--- src/rtl/clns_pkg.sv ---
`timescale 1ns / 1ps
// ----------------------------------------------------------------------------
// Character LCD nibble sequencer package
// Types, codes and constants shared by the sequencer modules.
// ----------------------------------------------------------------------------
package clns_pkg;

	localparam int COLUMN_COUNT = 40;
	localparam int CFG_IDX_W    = 3;
	localparam int CFG_DATA_W   = 16;
	localparam int TICK_W       = 16;

	localparam logic [5:0] COL_MAX = 6'(COLUMN_COUNT - 1);

	typedef enum logic [1:0] {
		OP_TICK = 2'd0,
		OP_CMD  = 2'd1,
		OP_DATA = 2'd2,
		OP_MOVE = 2'd3
	} op_t;

	typedef enum logic [1:0] {
		KIND_TICK = 2'd0,
		KIND_CMD  = 2'd1,
		KIND_DATA = 2'd2
	} kind_t;

	typedef struct packed {
		kind_t      kind;
		logic [7:0] value;
	} item_t;

	typedef enum logic [2:0] {
		PH_PWRUP      = 3'd0,
		PH_NIB_HI     = 3'd1,
		PH_NIB_LO     = 3'd2,
		PH_INIT_WAIT  = 3'd3,
		PH_CLEAR_WAIT = 3'd4,
		PH_IDLE       = 3'd5
	} phase_t;

	localparam logic [CFG_IDX_W-1:0] REG_ENABLE_HIGH = 3'd0;
	localparam logic [CFG_IDX_W-1:0] REG_ENABLE_LOW  = 3'd1;
	localparam logic [CFG_IDX_W-1:0] REG_POWER_UP    = 3'd2;
	localparam logic [CFG_IDX_W-1:0] REG_INIT_LONG   = 3'd3;
	localparam logic [CFG_IDX_W-1:0] REG_INIT_SHORT  = 3'd4;
	localparam logic [CFG_IDX_W-1:0] REG_CLEAR_WAIT  = 3'd5;

	localparam logic [TICK_W-1:0] RST_ENABLE_HIGH = 16'd1000;
	localparam logic [TICK_W-1:0] RST_ENABLE_LOW  = 16'd1000;
	localparam logic [TICK_W-1:0] RST_POWER_UP    = 16'd20000;
	localparam logic [TICK_W-1:0] RST_INIT_LONG   = 16'd5000;
	localparam logic [TICK_W-1:0] RST_INIT_SHORT  = 16'd150;
	localparam logic [TICK_W-1:0] RST_CLEAR_WAIT  = 16'd2000;

	localparam logic [7:0] CMD_FUNCTION_SET = 8'h28;
	localparam logic [7:0] CMD_DISPLAY_ON   = 8'h0C;
	localparam logic [7:0] CMD_ENTRY_MODE   = 8'h06;
	localparam logic [7:0] CMD_CLEAR        = 8'h01;
	localparam logic [7:0] ADDR_ROW0        = 8'h80;
	localparam logic [7:0] ADDR_ROW1        = 8'hC0;
	localparam logic [3:0] NIB_WAKE         = 4'h3;
	localparam logic [3:0] NIB_FOUR_BIT     = 4'h2;

	localparam logic [3:0] IDX_FIRST_CMD = 4'd4;
	localparam logic [3:0] IDX_LAST_CMD  = 4'd7;
	localparam logic [3:0] IDX_DONE      = 4'd8;

	function automatic logic [7:0] init_cmd(input logic [1:0] sel);
		logic [7:0] cmd;
		case (sel)
			2'd0: cmd = CMD_FUNCTION_SET;
			2'd1: cmd = CMD_DISPLAY_ON;
			2'd2: cmd = CMD_ENTRY_MODE;
			default: cmd = CMD_CLEAR;
		endcase
		return cmd;
	endfunction

endpackage

--- src/rtl/char_lcd_nibble_sequencer_core.sv ---
`timescale 1ns / 1ps
// ----------------------------------------------------------------------------
// Character LCD nibble sequencer core
// Power-up init and byte transfers to a character LCD on a 4-bit bus.
// ----------------------------------------------------------------------------
// Each transfer on the s_ channel is one item: a microsecond tick, a command
// byte, a data byte or a cursor move. Every item gives exactly one transfer
// on the m_ channel with the pin levels, the busy flag and whether a request
// was taken. Requests that arrive while init or a transfer runs are rejected.
// Timing registers are written over the cfg_ channel, which is always ready.
// Each item is registered in the two-entry queue and then in the result
// register that drives m_tdata. One item is taken every cycle while the
// receiver does not stall; the sequencer updates its state once per item.
// Reset loads the default timing values and starts the power-up wait.
// When the receiver stalls, the result register holds, the two-entry queue
// fills, and s_tready drops until the stall clears.
// ----------------------------------------------------------------------------
module char_lcd_nibble_sequencer_core (
	input  logic                            clk,
	input  logic                            arst_n,
	input  logic                            s_tvalid,
	output logic                            s_tready,
	input  logic [15:0]                     s_tdata,   // byte_value, column, row
	input  logic [1:0]                      s_tuser,   // op
	output logic                            m_tvalid,
	input  logic                            m_tready,
	output logic [15:0]                     m_tdata,   // pin_rs, pin_rw, pin_en,
	                                                   // pin_nibble, busy_res, accepted
	input  logic                            cfg_valid,
	output logic                            cfg_ready,
	input  logic [clns_pkg::CFG_IDX_W-1:0]  cfg_index,
	input  logic [clns_pkg::CFG_DATA_W-1:0] cfg_data
);
	import clns_pkg::*;

	logic  q_full;
	logic  q_push;
	item_t q_item;
	logic  q_pop;
	logic  q_not_empty;
	item_t q_head;

	clns_front u_front (
		.s_tvalid   (s_tvalid),
		.s_tready   (s_tready),
		.op         (s_tuser),
		.byte_value (s_tdata[7:0]),
		.column     (s_tdata[13:8]),
		.row        (s_tdata[14]),
		.q_full     (q_full),
		.q_push     (q_push),
		.q_item     (q_item)
	);

	clns_queue u_queue (
		.clk       (clk),
		.arst_n    (arst_n),
		.push      (q_push),
		.push_item (q_item),
		.full      (q_full),
		.pop       (q_pop),
		.not_empty (q_not_empty),
		.head      (q_head)
	);

	clns_back u_back (
		.clk         (clk),
		.arst_n      (arst_n),
		.cfg_valid   (cfg_valid),
		.cfg_ready   (cfg_ready),
		.cfg_index   (cfg_index),
		.cfg_data    (cfg_data),
		.q_not_empty (q_not_empty),
		.q_head      (q_head),
		.q_pop       (q_pop),
		.m_tvalid    (m_tvalid),
		.m_tready    (m_tready),
		.m_tdata     (m_tdata)
	);

endmodule

--- src/rtl/clns_front.sv ---
`timescale 1ns / 1ps
// ----------------------------------------------------------------------------
// Character LCD nibble sequencer: front end
// Accepts input transfers and turns each into a tick or a byte to send.
// ----------------------------------------------------------------------------
module clns_front (
	input  logic                s_tvalid,
	output logic                s_tready,
	input  logic [1:0]          op,
	input  logic [7:0]          byte_value,
	input  logic [5:0]          column,
	input  logic                row,
	input  logic                q_full,
	output logic                q_push,
	output clns_pkg::item_t     q_item
);
	import clns_pkg::*;

	logic [5:0] col_sat;
	logic [7:0] addr;

	assign s_tready = !q_full;
	assign q_push   = s_tvalid && !q_full;

	// Cursor moves become an address command with the column clamped to the display.
	assign col_sat = (column > COL_MAX) ? COL_MAX : column;
	assign addr    = (row ? ADDR_ROW1 : ADDR_ROW0) + {2'b00, col_sat};

	always_comb begin
		case (op_t'(op))
			OP_TICK: begin
				q_item.kind  = KIND_TICK;
				q_item.value = byte_value;
			end
			OP_CMD: begin
				q_item.kind  = KIND_CMD;
				q_item.value = byte_value;
			end
			OP_DATA: begin
				q_item.kind  = KIND_DATA;
				q_item.value = byte_value;
			end
			default: begin
				q_item.kind  = KIND_CMD;
				q_item.value = addr;
			end
		endcase
	end

endmodule

--- src/rtl/clns_queue.sv ---
`timescale 1ns / 1ps
// ----------------------------------------------------------------------------
// Character LCD nibble sequencer: item queue
// Two-entry queue between the front end and the sequencer.
// ----------------------------------------------------------------------------
module clns_queue (
	input  logic            clk,
	input  logic            arst_n,
	input  logic            push,
	input  clns_pkg::item_t push_item,
	output logic            full,
	input  logic            pop,
	output logic            not_empty,
	output clns_pkg::item_t head
);
	import clns_pkg::*;

	item_t      entry_q [2];
	logic       wr_ptr_q;
	logic       rd_ptr_q;
	logic [1:0] count_q;

	assign full      = (count_q == 2'd2);
	assign not_empty = (count_q != 2'd0);
	assign head      = entry_q[rd_ptr_q];

	always_ff @(posedge clk) begin
		if (push) begin
			entry_q[wr_ptr_q] <= push_item;
		end
	end

	always_ff @(posedge clk or negedge arst_n) begin
		if (!arst_n) begin
			wr_ptr_q <= 1'b0;
			rd_ptr_q <= 1'b0;
			count_q  <= 2'd0;
		end else begin
			if (push) begin
				wr_ptr_q <= !wr_ptr_q;
			end
			if (pop) begin
				rd_ptr_q <= !rd_ptr_q;
			end
			case ({push, pop})
				2'b10: count_q <= count_q + 2'd1;
				2'b01: count_q <= count_q - 2'd1;
				default: count_q <= count_q;
			endcase
		end
	end

endmodule

--- src/rtl/clns_back.sv ---
`timescale 1ns / 1ps
// ----------------------------------------------------------------------------
// Character LCD nibble sequencer: back end
// Timing registers, init and transfer sequencer, and the result register.
// ----------------------------------------------------------------------------
module clns_back (
	input  logic                              clk,
	input  logic                              arst_n,
	input  logic                              cfg_valid,
	output logic                              cfg_ready,
	input  logic [clns_pkg::CFG_IDX_W-1:0]    cfg_index,
	input  logic [clns_pkg::CFG_DATA_W-1:0]   cfg_data,
	input  logic                              q_not_empty,
	input  clns_pkg::item_t                   q_head,
	output logic                              q_pop,
	output logic                              m_tvalid,
	input  logic                              m_tready,
	output logic [15:0]                       m_tdata
);
	import clns_pkg::*;

	logic [TICK_W-1:0] en_high_q, en_low_q, pwr_wait_q, long_wait_q, short_wait_q, clr_wait_q;

	phase_t            phase_q, phase_d;
	logic [TICK_W-1:0] wait_q, wait_d;
	logic [3:0]        idx_q, idx_d, idx_inc;
	logic [7:0]        held_q, held_d;
	logic              second_q, second_d;
	logic              rs_q, rs_d;
	logic              en_q, en_d;
	logic [3:0]        nib_q, nib_d;
	logic              acc_d;
	logic              cfg_wr;
	logic              take;

	logic              res_valid_q;
	logic [15:0]       res_q;

	assign cfg_ready = 1'b1;
	assign cfg_wr    = cfg_valid;
	assign take      = !res_valid_q || m_tready;
	assign q_pop     = q_not_empty && take;
	assign idx_inc   = idx_q + 4'd1;
	assign m_tvalid  = res_valid_q;
	assign m_tdata   = res_q;

	always_ff @(posedge clk or negedge arst_n) begin
		if (!arst_n) begin
			en_high_q    <= RST_ENABLE_HIGH;
			en_low_q     <= RST_ENABLE_LOW;
			pwr_wait_q   <= RST_POWER_UP;
			long_wait_q  <= RST_INIT_LONG;
			short_wait_q <= RST_INIT_SHORT;
			clr_wait_q   <= RST_CLEAR_WAIT;
		end else if (cfg_wr) begin
			case (cfg_index)
				REG_ENABLE_HIGH: en_high_q    <= cfg_data;
				REG_ENABLE_LOW:  en_low_q     <= cfg_data;
				REG_POWER_UP:    pwr_wait_q   <= cfg_data;
				REG_INIT_LONG:   long_wait_q  <= cfg_data;
				REG_INIT_SHORT:  short_wait_q <= cfg_data;
				REG_CLEAR_WAIT:  clr_wait_q   <= cfg_data;
				default: ;
			endcase
		end
	end

	always_comb begin
		phase_d  = phase_q;
		wait_d   = wait_q;
		idx_d    = idx_q;
		held_d   = held_q;
		second_d = second_q;
		rs_d     = rs_q;
		en_d     = en_q;
		nib_d    = nib_q;
		acc_d    = 1'b0;

		if (q_pop) begin
			if (q_head.kind == KIND_TICK) begin
				if (phase_q != PH_IDLE) begin
					if (wait_q > 16'd1) begin
						wait_d = wait_q - 16'd1;
					end else begin
						case (phase_q)
							PH_PWRUP: begin
								idx_d   = 4'd0;
								nib_d   = NIB_WAKE;
								en_d    = 1'b1;
								wait_d  = en_high_q;
								phase_d = PH_NIB_HI;
							end
							PH_NIB_HI: begin
								en_d    = 1'b0;
								wait_d  = en_low_q;
								phase_d = PH_NIB_LO;
							end
							PH_NIB_LO: begin
								if (idx_q < IDX_FIRST_CMD) begin
									if (idx_q == 4'd1) begin
										wait_d  = short_wait_q;
										phase_d = PH_INIT_WAIT;
									end else if (idx_q == 4'd3) begin
										idx_d    = IDX_FIRST_CMD;
										held_d   = CMD_FUNCTION_SET;
										rs_d     = 1'b0;
										second_d = 1'b0;
										nib_d    = CMD_FUNCTION_SET[7:4];
										en_d     = 1'b1;
										wait_d   = en_high_q;
										phase_d  = PH_NIB_HI;
									end else begin
										wait_d  = long_wait_q;
										phase_d = PH_INIT_WAIT;
									end
								end else if (!second_q) begin
									second_d = 1'b1;
									nib_d    = held_q[3:0];
									en_d     = 1'b1;
									wait_d   = en_high_q;
									phase_d  = PH_NIB_HI;
								end else if (idx_q < IDX_LAST_CMD) begin
									idx_d    = idx_inc;
									held_d   = init_cmd(idx_inc[1:0]);
									rs_d     = 1'b0;
									second_d = 1'b0;
									nib_d    = held_d[7:4];
									en_d     = 1'b1;
									wait_d   = en_high_q;
									phase_d  = PH_NIB_HI;
								end else if (idx_q == IDX_LAST_CMD) begin
									idx_d = IDX_DONE;
									if (clr_wait_q != 16'd0) begin
										wait_d  = clr_wait_q;
										phase_d = PH_CLEAR_WAIT;
									end else begin
										rs_d    = 1'b0;
										en_d    = 1'b0;
										phase_d = PH_IDLE;
									end
								end else begin
									rs_d    = 1'b0;
									en_d    = 1'b0;
									phase_d = PH_IDLE;
								end
							end
							PH_INIT_WAIT: begin
								idx_d   = {2'b00, idx_inc[1:0]};
								nib_d   = (idx_inc[1:0] == 2'd3) ? NIB_FOUR_BIT : NIB_WAKE;
								en_d    = 1'b1;
								wait_d  = en_high_q;
								phase_d = PH_NIB_HI;
							end
							default: begin
								rs_d    = 1'b0;
								en_d    = 1'b0;
								phase_d = PH_IDLE;
							end
						endcase
					end
				end
			end else if (phase_q == PH_IDLE) begin
				acc_d    = 1'b1;
				held_d   = q_head.value;
				rs_d     = (q_head.kind == KIND_DATA);
				second_d = 1'b0;
				nib_d    = q_head.value[7:4];
				en_d     = 1'b1;
				wait_d   = en_high_q;
				phase_d  = PH_NIB_HI;
			end
		end

		// A new power-up wait restarts the power-up wait while it runs.
		if (cfg_wr && cfg_index == REG_POWER_UP && phase_q == PH_PWRUP) begin
			wait_d = cfg_data;
		end
	end

	always_ff @(posedge clk or negedge arst_n) begin
		if (!arst_n) begin
			phase_q  <= PH_PWRUP;
			wait_q   <= RST_POWER_UP;
			idx_q    <= 4'd0;
			held_q   <= 8'd0;
			second_q <= 1'b0;
			rs_q     <= 1'b0;
			en_q     <= 1'b0;
			nib_q    <= 4'd0;
		end else begin
			phase_q  <= phase_d;
			wait_q   <= wait_d;
			idx_q    <= idx_d;
			held_q   <= held_d;
			second_q <= second_d;
			rs_q     <= rs_d;
			en_q     <= en_d;
			nib_q    <= nib_d;
		end
	end

	always_ff @(posedge clk or negedge arst_n) begin
		if (!arst_n) begin
			res_valid_q <= 1'b0;
		end else if (take) begin
			res_valid_q <= q_pop;
		end
	end

	always_ff @(posedge clk) begin
		if (q_pop) begin
			res_q <= {7'd0, acc_d, (phase_d != PH_IDLE), nib_d, en_d, 1'b0, rs_d};
		end
	end

endmodule

--- config.mk ---
export PLATFORM = sky130hd
export DESIGN_NAME = char_lcd_nibble_sequencer_core
export DESIGN_NICKNAME = d
export VERILOG_FILES = /design/src/rtl/clns_pkg.sv /design/src/rtl/char_lcd_nibble_sequencer_core.sv /design/src/rtl/clns_front.sv /design/src/rtl/clns_queue.sv /design/src/rtl/clns_back.sv
export SDC_FILE = /design/constraint.sdc
export NUM_CORES = 1
export LEC_CHECK = 0
export ABC_AREA = 1
export BUFFER_PORTS_ARGS = -buffer_cell sky130_fd_sc_hd__buf_2
export CAP_MARGIN = 20
export CELL_PAD_IN_SITES_DETAIL_PLACEMENT = 0
export CELL_PAD_IN_SITES_GLOBAL_PLACEMENT = 1
export CORE_UTILIZATION = 30
export CTS_CLUSTER_SIZE = 14
export DETAILED_ROUTE_END_ITERATION = 12
export PLACE_DENSITY_LB_ADDON = 0.12
export SLEW_MARGIN = 15
export SYNTH_ARGS = -nofsm -noshare
export SYNTH_HDL_FRONTEND = slang
export SYNTH_SLANG_ARGS = --single-unit
--- constraint.sdc ---
create_clock -name clk -period 2.3 [get_ports clk]
set_input_delay 0.23 -clock clk [delete_from_list [all_inputs] [get_ports clk]]
set_output_delay 0.23 -clock clk [all_outputs]
set_load 0.03 [all_outputs]
==> summary.txt <==
STA
  – Fin. max-slew vios: 0
  – Fmax: 0.4787 GHz
  – Setup TNS: 0 ns
  – Final hold vios: 0
  – RSZ-0062 raised after global routing: no
  – Slew margin rel.: 0.4255
  – Slew @ Worst Pin: 0.8597 ns
  – Clock skew: 0.01680 ns
  – Final setup vio count: 0
  – Final Critical Period: 2.089 ns
  – Final cycle utilization of the critical path: 0.9083

Global route
  – Vias in the first global route: ~7200
  – Largest net degree at the start of global routing: 45
  – First-pass GRT wire length: 41830 um
  – Initial antenna violation count: 0
  – GRT Total Usage: 0.1954
  – Total gr overflow: 0

Logic synthesis
  – Seq cells post-synth: 147
  – Avg Cell Area, Syn: 7.441 um^2
  – Post-Syn Area: between 0.008 and 0.009 mm^2
  – Yosys warns: 0
  – Primary FF master, synth: dfrtp_1
  – Ys async rst share: 0.8095
  – Yosys cell types: 48
  – Synth Instances: 1127
  – Register area share after synthesis: 0.4602
  – EDFF count, synth: 28

Floorplanning
  – Die Ht: 169.2 um
  – # IOs: 61
  – Core area: approximately 0.027 mm^2
  – Die width: 169.2 um
  – Cell Rows: 60
  – Initial Utilization: 0.3086
  – Die area: between 0.02 and 0.03 mm^2

Setup path
  – Reg-to-Reg Start: u_back.idx_q[1]
  – CP Launch Type: flop
  – Largest fanout on the critical path: 10
  – CP Capture Type: flop
  – Data arrival time of the worst path: between 2 and 2.5 ns
  – Setup Crit Path Kind: reg -> reg
  – Crit path from: u_back.idx_q[1]
  – Required time worst endpoint: 2.62 ns

Worst hold path
  – Worst hold start: s_tuser[0]
  – Hold Crit Class: in -> reg

Route
  – Final ANT Viol Nets: 0
  – DRT Pass-1 Iters: 4
  – Remaining DRCs: 0
  – 1st-iter DRT viols: approximately 480
  – Vias per std cell: 4.656
  – WL per Instance: 16.84 um
  – DR vias: 7375
  – WL final: 26670 um

Power
  – Sw frac: 0.4267
  – Cell leakage power: 4.637 nW
  – Pwr Total: approximately 12 mW
  – Clk pwr share: 0.234
  – Max IR drop VDD: 0.5791 mV
  – NetSw: just under 5 mW
  – Cell Int Power: between 6 and 7 mW
  – Sequential Power Share: 0.346
  – Logic gate share of total power: 0.420
  – Pwr/cell area: 1182 mW/mm^2

Cells and area
  – Ant diodes: 0
  – Area grow syn2layout: 17.41%
  – Fin cells: roughly 1600
  – Number of nets in the layout: about 1200
  – Util after Layout: 0.3623
  – Fraction of layout cells with a size suffix above 1: 0.1840

Flow run
  – Max Cap Violations: 0

Clocking
  – Clock Latency Late Sink: 0.44 ns
  – CTS tree: built
  – Total CTS buffers: 17
  – Clk pin slew, worst setup/hold paths: 0.06 ns
  – Largest buffer count on any clock path: 2
  – H-Tree Depth: 4
  – Clk root buf: clkbuf_16
  – Total clock sinks: 147

Placement
  – IO Port Bufs: 50
  – Placer Congestion: around 0.85
  – Final HPWL DP: 20000 um
  – Placed cells: about 1600

Outcome
  – Status: finished, final reports clean
==> logic make-up (layout without fill, tap and decap cells) <==
| logic type | after synthesis | in the layout | synth area share |
|---|---|---|---|
| DFF | 147 | 147 | 0.4602 |
| AOI/OAI and AO/OA | 194 | 194 | 0.1268 |
| other | 2 | 9 | 0.0008956 |
| muxes | 1 | 1 | 0.001194 |
| xor gates and xnor gates | 11 | 11 | 0.01149 |
| buffers and inverters | 141 | 219 | 0.07460 |
| adders and majority gates | 7 | 7 | 0.01044 |
| and+or+nand+nor | 624 | 624 | 0.3144 |
==> state kept, by name (all words and copies together) (netlist names) <==
name,cells
u_back.phase_q,3
u_back.m_tvalid,1
u_back.wait_q,16
u_queue.wr_ptr_q,1
u_queue.entry_q,20
u_back.held_q,4
u_back.nib_q,4
u_queue.count_q,2
u_back.en_low_q,16
u_back.second_q,1
u_back.en_high_q,16
u_back.rs_q,1
u_back.short_wait_q,16
u_back.clr_wait_q,16
u_back.m_tdata,8
u_back.long_wait_q,16
u_queue.rd_ptr_q,1
u_back.en_q,1
u_back.idx_q,4
==> metal layers <==
| layer | global-route usage | wire length (um) | up-vias |
|---|---|---|---|
| met5 | 0 | 0 | - |
| met4 | 0.05836 | 439 | 0 |
| met1 | 0.2439 | 12210 | 3465 |
| li1 | - | - | 3776 |
| met3 | 0.03008 | 577 | 25 |
| met2 | 0.3462 | 13440 | 109 |
==> power by group through the flow <==
stage | Combinational [mW] | Clock, mW | Sequential [mW]
6_report | 4.89 | 2.72 | 4.02
5_1_grt | 5.54 | 2.90 | 4.12
4_1_cts | 4.93 | 2.81 | 4.02
2_1_floorplan | 3.29 | 0 | 4.00
3_5_place_dp | 4.91 | 0 | 4.06
3_3_place_gp | 4.89 | 0 | 4.07
==> area by class of cell <==
cell class              instances  area, um^2
repair buffers                 98       668.1
clock buffers                  19       475.5
clock inverters                13       101.3
well taps                     372       465.4
inverters                      89       334.1
flip-flops and latches        147        3861
multi-input cells             846        3940
fillers                      2974       17330
==> synth_stat cells, drive strengths merged, types with 2 or more instances <==
| cell | n | area [um^2] |
|---|---|---|
| nand3b | 9 | 67.56 |
| inv | 87 | 326.6 |
| a21oi | 45 | 225.2 |
| edfxtp | 28 | 840.8 |
| nor4 | 2 | 27.53 |
| or2 | 5 | 31.28 |
| nand4 | 6 | 43.79 |
| clkinv | 2 | 7.510 |
| a22oi | 2 | 28.78 |
| xor2 | 7 | 61.31 |
| nor2 | 130 | 540.5 |
| conb | 2 | 7.510 |
| o32ai | 3 | 26.28 |
| clkbuf | 19 | 71.32 |
| xnor2 | 4 | 35.03 |
| nand2 | 394 | 1504 |
| buf | 33 | 220.2 |
| dfrtp | 87 | 2177 |
| dfstp | 32 | 840.8 |
| o31ai | 3 | 37.54 |
| a31oi | 10 | 62.56 |
| ha | 7 | 87.58 |
| nand3 | 71 | 377.9 |
| nor3 | 6 | 30.03 |
| o21ai | 126 | 645.6 |
==> timing repair <==
item                                    CTS  global route
endpoints found under the setup margin    0            12
buffers inserted                          0             0
hold buffers                              1             0
resized for setup                         0             9
endpoints found under the hold margin    29             0
==> placed cells by master, fill, tap and decap left out, drive strengths merged, types with 3 or more instances in the layout <==
master,n
edfxtp,28
nor2,130
nand3b,9
o21ai,126
o32ai,3
o31ai,3
xor2,7
clkinv,11
clkbuf,19
ha,7
or2,5
nand2,394
nor3,6
inv,88
conb,9
clkinvlp,3
dfrtp,87
nand4,6
dfstp,32
nand3,71
buf,97
a31oi,10
a21oi,45
xnor2,4
==> worst max-delay path: stages, from the launching register on <==
cell and delay, ns:
dfrtp_2 0.44, ha_1 0.21, nand2_1 0.13, nand2_2 0.14
buf_4 0.21, nand3_1 0.08, nand2_1 0.06, nor2_1 0.09
nor2_1 0.05, nand2_1 0.10, nand2_1 0.07, nand2_1 0.08
nand2_1 0.05, nand2_1 0.06, nand2_1 0.06, nand2_1 0.08
nand2_1 0.05
==> worst paths after layout <==
check | end | cells past startpoint | slack, ns
worst max register to register | u_back.wait_q[2] | 16 | 0.21
worst min register to register | u_back.held_q[2] | 2 | 0.47
worst max-delay path | u_back.wait_q[2] | 16 | 0.21
max in group asynchronous | u_back.short_wait_q[2] | 3 | 1.19
worst min-delay path | u_queue.entry_q[1][8] | 1 | 0.02
min in group asynchronous | u_back.short_wait_q[12] | 2 | 0.38
==> metrics by stage <==
step           area (um^2)  hold WS, ns  setup slack [ns]
2_1_floorplan         8412     -0.06559            0.3048
3_3_place_gp          9229       0.3168            0.1028
3_5_place_dp          9229       0.3215            0.1249
4_1_cts               9816     0.004012           0.08320
5_1_grt               9846     0.008672           0.01940
6_report              9846      0.02127            0.2109
No activity file was read; power rests on OpenSTA's default activity.
